==> src/design/q10_6_fixed_point_alu_unit_assert.svh <==
// Assertion macros shared by the Q10.6 arithmetic unit.
`ifndef Q10_6_FIXED_POINT_ALU_UNIT_ASSERT_SVH
`define Q10_6_FIXED_POINT_ALU_UNIT_ASSERT_SVH

// A condition that must hold at every clock edge outside reset.
`define Q10_ASSERT_ALWAYS(name, cond, msg) \
	name: assert property (@(posedge clk) disable iff (!arst_n) (cond)) else $error(msg);

// A condition in one cycle that must bring another in the next cycle.
`define Q10_ASSERT_NEXT(name, pre, post, msg) \
	name: assert property (@(posedge clk) disable iff (!arst_n) (pre) |=> (post)) \
		else $error(msg);

`endif

==> src/design/q10alu_pkg.sv <==
// Package with operation codes, constants and the pipeline stage type of the Q10.6 unit.
`default_nettype none

package q10alu_pkg;

	localparam int FRAC_BITS = 6;
	localparam int DIV_STEPS = 16 + FRAC_BITS;

	localparam logic [2:0] OP_ADD   = 3'd0;
	localparam logic [2:0] OP_SUB   = 3'd1;
	localparam logic [2:0] OP_MUL   = 3'd2;
	localparam logic [2:0] OP_DIV   = 3'd3;
	localparam logic [2:0] OP_EQ    = 3'd4;
	localparam logic [2:0] OP_TOINT = 3'd5;

	typedef struct packed {
		logic [2:0]           op;
		logic [15:0]          res;
		logic                 ovf;
		logic                 eq;
		logic                 dbz;
		logic                 neg;
		logic [15:0]          dvsr;
		logic [15:0]          rem;
		logic [DIV_STEPS-1:0] work;
	} stage_t;

endpackage

`default_nettype wire

==> src/design/q10alu_front.sv <==
// Front stages: operand capture, multiply, add, subtract, compare, conversion and divider set-up.
`default_nettype none

module q10alu_front (
	input  wire                      clk,
	input  wire                      arst_n,
	input  wire                      en,
	input  wire                      vld_in,
	input  wire  [2:0]               op_in,
	input  wire  signed [15:0]       a_in,
	input  wire  signed [15:0]       b_in,
	output logic                     vld_out,
	output q10alu_pkg::stage_t       data_out
);

	logic               vld_s1;
	logic [2:0]         op_s1;
	logic signed [15:0] a_s1;
	logic signed [31:0] prod_s1;
	logic signed [16:0] sum_s1;
	logic signed [16:0] diff_s1;
	logic               eq_s1;
	logic               bzero_s1;
	logic               neg_s1;
	logic [15:0]        maga_s1;
	logic [15:0]        magb_s1;

	logic [15:0]        maga_c;
	logic [15:0]        magb_c;
	logic signed [31:0] mq_c;
	logic signed [16:0] ti_c;
	logic signed [16:0] aext_c;
	q10alu_pkg::stage_t nxt_c;

	logic               vld_s2;
	q10alu_pkg::stage_t data_s2;

	always_comb begin
		maga_c = a_in[15] ? 16'(-a_in) : 16'(a_in);
		magb_c = b_in[15] ? 16'(-b_in) : 16'(b_in);
	end

	always_ff @(posedge clk or negedge arst_n) begin
		if (!arst_n) begin
			vld_s1 <= 1'b0;
		end else if (en) begin
			vld_s1 <= vld_in;
		end
	end

	always_ff @(posedge clk) begin
		if (en) begin
			op_s1    <= op_in;
			a_s1     <= a_in;
			prod_s1  <= 32'(a_in) * 32'(b_in);
			sum_s1   <= 17'(a_in) + 17'(b_in);
			diff_s1  <= 17'(a_in) - 17'(b_in);
			eq_s1    <= (a_in == b_in);
			bzero_s1 <= (b_in == 16'sd0);
			neg_s1   <= a_in[15] ^ b_in[15];
			maga_s1  <= maga_c;
			magb_s1  <= magb_c;
		end
	end

	always_comb begin
		mq_c   = (prod_s1 + (prod_s1[31] ? 32'sd63 : 32'sd0)) >>> q10alu_pkg::FRAC_BITS;
		aext_c = 17'(a_s1);
		ti_c   = (aext_c + (a_s1[15] ? 17'sd63 : 17'sd0)) >>> q10alu_pkg::FRAC_BITS;

		nxt_c      = '0;
		nxt_c.op   = op_s1;
		nxt_c.neg  = neg_s1;
		nxt_c.dvsr = magb_s1;
		nxt_c.work = {maga_s1, {q10alu_pkg::FRAC_BITS{1'b0}}};
		case (op_s1)
			q10alu_pkg::OP_ADD: begin
				nxt_c.res = sum_s1[15:0];
				nxt_c.ovf = sum_s1[16] ^ sum_s1[15];
			end
			q10alu_pkg::OP_SUB: begin
				nxt_c.res = diff_s1[15:0];
				nxt_c.ovf = diff_s1[16] ^ diff_s1[15];
			end
			q10alu_pkg::OP_MUL: begin
				nxt_c.res = mq_c[15:0];
				nxt_c.ovf = (mq_c[31:15] != {17{mq_c[15]}});
			end
			q10alu_pkg::OP_DIV: begin
				nxt_c.dbz = bzero_s1;
			end
			q10alu_pkg::OP_EQ: begin
				nxt_c.eq = eq_s1;
			end
			q10alu_pkg::OP_TOINT: begin
				nxt_c.res = ti_c[15:0];
			end
			default: begin
				nxt_c.res = 16'd0;
			end
		endcase
	end

	always_ff @(posedge clk or negedge arst_n) begin
		if (!arst_n) begin
			vld_s2 <= 1'b0;
		end else if (en) begin
			vld_s2 <= vld_s1;
		end
	end

	always_ff @(posedge clk) begin
		if (en) begin
			data_s2 <= nxt_c;
		end
	end

	assign vld_out  = vld_s2;
	assign data_out = data_s2;

endmodule

`default_nettype wire

==> src/design/q10alu_div_step.sv <==
// One registered step of the restoring divider, giving one quotient bit.
`default_nettype none

module q10alu_div_step (
	input  wire                      clk,
	input  wire                      arst_n,
	input  wire                      en,
	input  wire                      vld_in,
	input  q10alu_pkg::stage_t       data_in,
	output logic                     vld_out,
	output q10alu_pkg::stage_t       data_out
);

	logic [16:0]        trial_c;
	logic [16:0]        diff_c;
	logic               ge_c;
	q10alu_pkg::stage_t nxt_c;

	logic               vld_s1;
	q10alu_pkg::stage_t data_s1;

	always_comb begin
		trial_c = {data_in.rem, data_in.work[q10alu_pkg::DIV_STEPS-1]};
		diff_c  = trial_c - {1'b0, data_in.dvsr};
		ge_c    = (trial_c >= {1'b0, data_in.dvsr});
		nxt_c      = data_in;
		nxt_c.rem  = ge_c ? diff_c[15:0] : trial_c[15:0];
		nxt_c.work = {data_in.work[q10alu_pkg::DIV_STEPS-2:0], ge_c};
	end

	always_ff @(posedge clk or negedge arst_n) begin
		if (!arst_n) begin
			vld_s1 <= 1'b0;
		end else if (en) begin
			vld_s1 <= vld_in;
		end
	end

	always_ff @(posedge clk) begin
		if (en) begin
			data_s1 <= nxt_c;
		end
	end

	assign vld_out  = vld_s1;
	assign data_out = data_s1;

endmodule

`default_nettype wire

==> src/design/q10_6_fixed_point_alu_unit.sv <==
// Top level of the pipelined Q10.6 fixed-point arithmetic unit.
//
// Channel  Dir  Fields (lowest bit up)
// s_*      in   tuser: req_type[2:0]; tdata: operand_a[15:0], operand_b[31:16]
// m_*      out  tdata: result[15:0], is_equal[16], overflowed[17], divide_by_zero[18]
//
// One transaction is accepted per cycle unless the output stalls. Each one passes through the
// front stages, the divider (one quotient bit per stage over 22 stages) and the output register.
// Reset clears the valid bits of all stages; the pipeline is empty afterwards.
// A stall on the output freezes every stage at once, so nothing is lost or repeated.
`default_nettype none

`include "q10_6_fixed_point_alu_unit_assert.svh"

module q10_6_fixed_point_alu_unit (
	input  wire         clk,
	input  wire         arst_n,
	input  wire         s_tvalid,
	output logic        s_tready,
	input  wire  [31:0] s_tdata,  // operand_a, operand_b
	input  wire  [2:0]  s_tuser,  // req_type
	output logic        m_tvalid,
	input  wire         m_tready,
	output logic [23:0] m_tdata   // result, is_equal, overflowed, divide_by_zero, zero fill
);

	logic                   adv;
	logic [q10alu_pkg::DIV_STEPS:0] stg_vld;
	q10alu_pkg::stage_t     stg [0:q10alu_pkg::DIV_STEPS];

	q10alu_pkg::stage_t     last_c;
	logic [22:0]            quo_c;
	logic [15:0]            res_c;
	logic                   ovf_c;

	logic                   vld_s25;
	logic [15:0]            res_s25;
	logic                   eq_s25;
	logic                   ovf_s25;
	logic                   dbz_s25;

	assign adv      = !vld_s25 || m_tready;
	assign s_tready = adv;

	q10alu_front u_front (
		.clk      (clk),
		.arst_n   (arst_n),
		.en       (adv),
		.vld_in   (s_tvalid),
		.op_in    (s_tuser),
		.a_in     (s_tdata[15:0]),
		.b_in     (s_tdata[31:16]),
		.vld_out  (stg_vld[0]),
		.data_out (stg[0])
	);

	for (genvar i = 0; i < q10alu_pkg::DIV_STEPS; i++) begin : g_div
		q10alu_div_step u_step (
			.clk      (clk),
			.arst_n   (arst_n),
			.en       (adv),
			.vld_in   (stg_vld[i]),
			.data_in  (stg[i]),
			.vld_out  (stg_vld[i+1]),
			.data_out (stg[i+1])
		);
	end

	always_comb begin
		last_c = stg[q10alu_pkg::DIV_STEPS];
		quo_c  = last_c.neg ? 23'(-{1'b0, last_c.work}) : {1'b0, last_c.work};
		res_c  = last_c.res;
		ovf_c  = last_c.ovf;
		if (last_c.op == q10alu_pkg::OP_DIV && !last_c.dbz) begin
			res_c = quo_c[15:0];
			ovf_c = (quo_c[22:15] != {8{quo_c[15]}});
		end
	end

	always_ff @(posedge clk or negedge arst_n) begin
		if (!arst_n) begin
			vld_s25 <= 1'b0;
		end else if (adv) begin
			vld_s25 <= stg_vld[q10alu_pkg::DIV_STEPS];
		end
	end

	always_ff @(posedge clk) begin
		if (adv) begin
			res_s25 <= res_c;
			eq_s25  <= last_c.eq;
			ovf_s25 <= ovf_c;
			dbz_s25 <= last_c.dbz;
		end
	end

	assign m_tvalid = vld_s25;
	assign m_tdata  = {5'd0, dbz_s25, ovf_s25, eq_s25, res_s25};

	`Q10_ASSERT_ALWAYS(a_flags_excl, !m_tvalid || $onehot0(m_tdata[18:16]), "Flags overlap.")
	`Q10_ASSERT_ALWAYS(a_dbz_zero, !(m_tvalid && dbz_s25) || (res_s25 == 16'd0), "Bad zero divide.")
	`Q10_ASSERT_ALWAYS(a_eq_zero, !(m_tvalid && eq_s25) || (res_s25 == 16'd0), "Bad equal result.")
	`Q10_ASSERT_NEXT(a_enter, s_tvalid && s_tready, u_front.vld_s1, "Transaction lost at entry.")

endmodule

`default_nettype wire

==> config.mk <==
export PLATFORM = sky130hd
export DESIGN_NAME = q10_6_fixed_point_alu_unit
export DESIGN_NICKNAME = d
export VERILOG_FILES = /design/src/design/q10alu_pkg.sv /design/src/design/q10alu_front.sv /design/src/design/q10alu_div_step.sv /design/src/design/q10_6_fixed_point_alu_unit.sv
export VERILOG_INCLUDE_DIRS = /design/src /design/src/design
export SDC_FILE = /design/constraint.sdc
export NUM_CORES = 2
export LEC_CHECK = 0
export ABC_CLOCK_PERIOD_IN_PS = 63500
export BUFFER_PORTS_ARGS = -buffer_cell sky130_fd_sc_hd__buf_2
export CAP_MARGIN = 20
export CORE_MARGIN = 2
export CORE_UTILIZATION = 60
export DETAILED_ROUTE_END_ITERATION = 10
export PLACE_DENSITY = 0.87
export SKIP_CTS_REPAIR_TIMING = 1
export SYNTH_ARGS = -nofsm -noshare
export SYNTH_HDL_FRONTEND = slang
export SYNTH_SLANG_ARGS = --single-unit
export TNS_END_PERCENT = 5
==> constraint.sdc <==
create_clock -name clk -period 63.5 [get_ports clk]
set_clock_uncertainty 0.1 [all_clocks]
set_input_delay 9.525 -clock clk [delete_from_list [all_inputs] [get_ports clk]]
set_output_delay 9.525 -clock clk [all_outputs]
set_load 0.02 [all_outputs]
==> flow_metrics.tcl <==
set metrics [dict create \
    clkTransAtPathRegs_ns 0.07 \
    crit_path_max_incr_delay_ns 0.46 \
    grt_setup_unrepaired "no" \
    dp_hpwl_um 121000 \
    track_usage_pct 24.6 \
    tightest_slew_ns 1.21 \
    cts_root_buf "clkbuf_16" \
    cpMaxStageDelayCell "inv_8" \
    async_flop_share_pct 1.41 \
    die_area_um2 148000 \
    drt_iter0_drc 4484 \
    yosysMostFrequentCell "edfxtp_1" \
    min_period_over_period_pct 32.2 \
    slew_violations 0 \
    boundaryPins 65 \
    worst_ep_arrival_time_ns 10.82 \
    hp-class "flop to flop" \
    cts_num_sinks 1768 \
    grt_max_degree 205 \
    netlist_instances 6380 \
    dr.pass1.iters 6 \
    crit_chain "buf_2 -> nor2b_2 -> buf_4 -> inv_8 -> buf_2" \
    viasPerCell 5.86 \
    synth_edf_count 1743 \
    startpoint_type "primary input" \
    vias 50218 \
    wire_per_inst_um 20.9 \
    fp.dieW_um 384 \
    start_util_pct 60.4 \
    grt_pass1_wl_um 282000 \
    cts_max_path_buffers 3 \
    critPathKind "primary input to primary output" \
    grt_overflow 0 \
    yosys_warnings 0 \
    setup_tns_ns 0 \
    cts_tree "yes" \
    worstSkewPairLatency_ns 0.82 \
    synth.area.top_cells "edfxtp_1, ha_1, fa_1" \
    synthTopCellsByCount "edfxtp_1, inv_1, ha_1" \
    numCtsBuffers 168 \
    worst_ep_required_time_ns 53.87 \
    crit_family "buffers and inverters" \
    row_count 139 \
    hold_viol_final 0 \
    grt_pass1_vias 51699 \
    drt_wl_total_um 179000 \
    synth_area_leader_cell "edfxtp_1" \
    cp-end-kind "primary output" \
    ys_seq_area_share_pct 61.1 \
    core_area_um2 143000 \
    max_freq_ghz 0.0489 \
    min_period_ns 20.44 \
    ys_ff_latch 1768 \
    place_congestion 0.952 \
    cts_max_level 4 \
    drive_above_1_share_pct 8.90 \
    cpMostUsedCell "buf_2" \
    die_h_um 384 \
    grt_antenna_before_repair 3 \
    syn_area_per_cell_um2 13.6 \
    crit_fanout 98 \
    syn2layout_area_growth_pct 9.56 \
    cap_violations 0 \
    relSlewSlack_pct 19.6 \
    postRouteAntennaNets 0 \
    setup_viol 0 \
    syn-cell-area_um2 86700 \
    status "finished clean" \
    synth_top_area_share_pct 60.4 \
    drc 0 \
    nets 7311 \
    ys.flop_type "edfxtp_1" \
    io_buffers 59 \
    ys_types 92 \
    timing.critical_path.buf_inv 4 \
]
==> through the flow <==
step	area [um^2]	util (%)	setup slack [ns]	hold slack, ns	std cells
finish	95000	66.2	43.06	0.266	8571
global route	95000	66.2	42.96	0.284	8568
CTS	94900	66.1	43.07	0.260	8564
detailed placement	89100	62.1	43.07	0.305	8252
global placement	89100	62.1	43.10	0.300	8252
floorplan	86700	-	10.38	0.300	6384
==> worst paths after layout <==
check / start / to / slack, ns / depth (start not counted)
worst max-delay path: m_tready / s_tready / 43.06 / 5
worst min-delay path: g_div[3].u_step.data_out[15]$_DFFE_PP_ / g_div[4].u_step.data_out[16]$_DFFE_PP_ / 0.27 / 0
worst min register to register: g_div[3].u_step.data_out[15]$_DFFE_PP_ / g_div[4].u_step.data_out[16]$_DFFE_PP_ / 0.27 / 0
max in group asynchronous: arst_n / g_div[17].u_step.vld_out$_DFFE_PN0P_ / 54.28 / 1
min in group asynchronous: arst_n / m_tvalid$_DFFE_PN0P_ / 8.63 / 1
worst max register to register: m_tvalid$_DFFE_PN0P_ / g_div[11].u_step.data_out[42]$_DFFE_PP_ / 57.45 / 8
==> area by class of cell <==
cell class | count | area (um^2)
antenna | 3 | 7.51
clock buffer | 203 | 4350
clock inverter | 109 | 1430
fill | 9511 | 48500
inverter | 861 | 3240
multi-input combinational | 3630 | 30000
sequential | 1768 | 53000
tap | 1903 | 2380
timing repair buffer | 94 | 612
==> cell families (layout without fill, tap and decap cells) <==
logic type      count (synthesis)  count (layout)  share of synthesized area [%]
fa+ha+maj                     749             749                           13.3
buf+inv                       986            1267                           4.36
xor+xnor                      356             356                           3.60
compound gates                938             938                           7.14
flops                        1768            1768                           61.1
other cells                     1               8                        0.00433
mux                           226             226                           2.87
simple gates                 1356            1356                           7.65
==> state kept, by name, indices dropped and copies added (netlist names) <==
register and flops:
u_front.data_out 55, res_s25 16, u_front.eq_s1 1, u_front.a_s1 15, u_front.vld_out 1, u_front.bzero_s1 1, u_front.sum_s1 16, u_front.vld_s1 1
eq_s25 1, g_div.u_step.vld_out 22, u_front.prod_s1 32, m_tvalid 1, ovf_s25 1, u_front.diff_s1 17, u_front.magb_s1 16, u_front.op_s1 3
u_front.neg_s1 1, dbz_s25 1, u_front.maga_s1 16, g_div.u_step.data_out 1551
==> per-layer routing <==
| metal | part of all wire (%) | vias to the layer above | GRT usage, % |
|---|---|---|---|
| met2 | 51 | 2104 | 42.8 |
| li1 | - | 23109 | - |
| met4 | 5.1 | 0 | 11.4 |
| met1 | 37 | 24450 | 29.8 |
| met3 | 6.8 | 555 | 4.57 |
| met5 | 0 | - | 0 |
==> cell usage in the layout, fill, tap and decap left out, types with 30 or more instances in the layout <==
cell type / Yosys / final
a211oi_1: 37 / 37
a21o_1: 99 / 99
a21oi_1: 275 / 275
and2_1: 105 / 105
buf_2: 12 / 59
buf_4: 13 / 30
clkbuf_1: 88 / 34
clkbuf_16: 0 / 168
clkinv_2: 0 / 31
edfxtp_1: 1743 / 1743
fa_1: 284 / 284
ha_1: 465 / 465
inv_1: 861 / 860
mux2_2: 179 / 179
mux2i_1: 47 / 47
nand2_1: 338 / 338
nand3_1: 72 / 72
nand4_1: 83 / 83
nor2_1: 354 / 353
nor2b_1: 65 / 64
nor3_1: 148 / 147
o211ai_1: 30 / 30
o21a_1: 51 / 51
o21ai_0: 170 / 170
or3_1: 35 / 35
xnor2_1: 239 / 239
xor2_1: 117 / 117
Power is left out: the tool's default activity adds up to more than one toggle a clock period on the data nets, which glitch-free logic cannot reach.
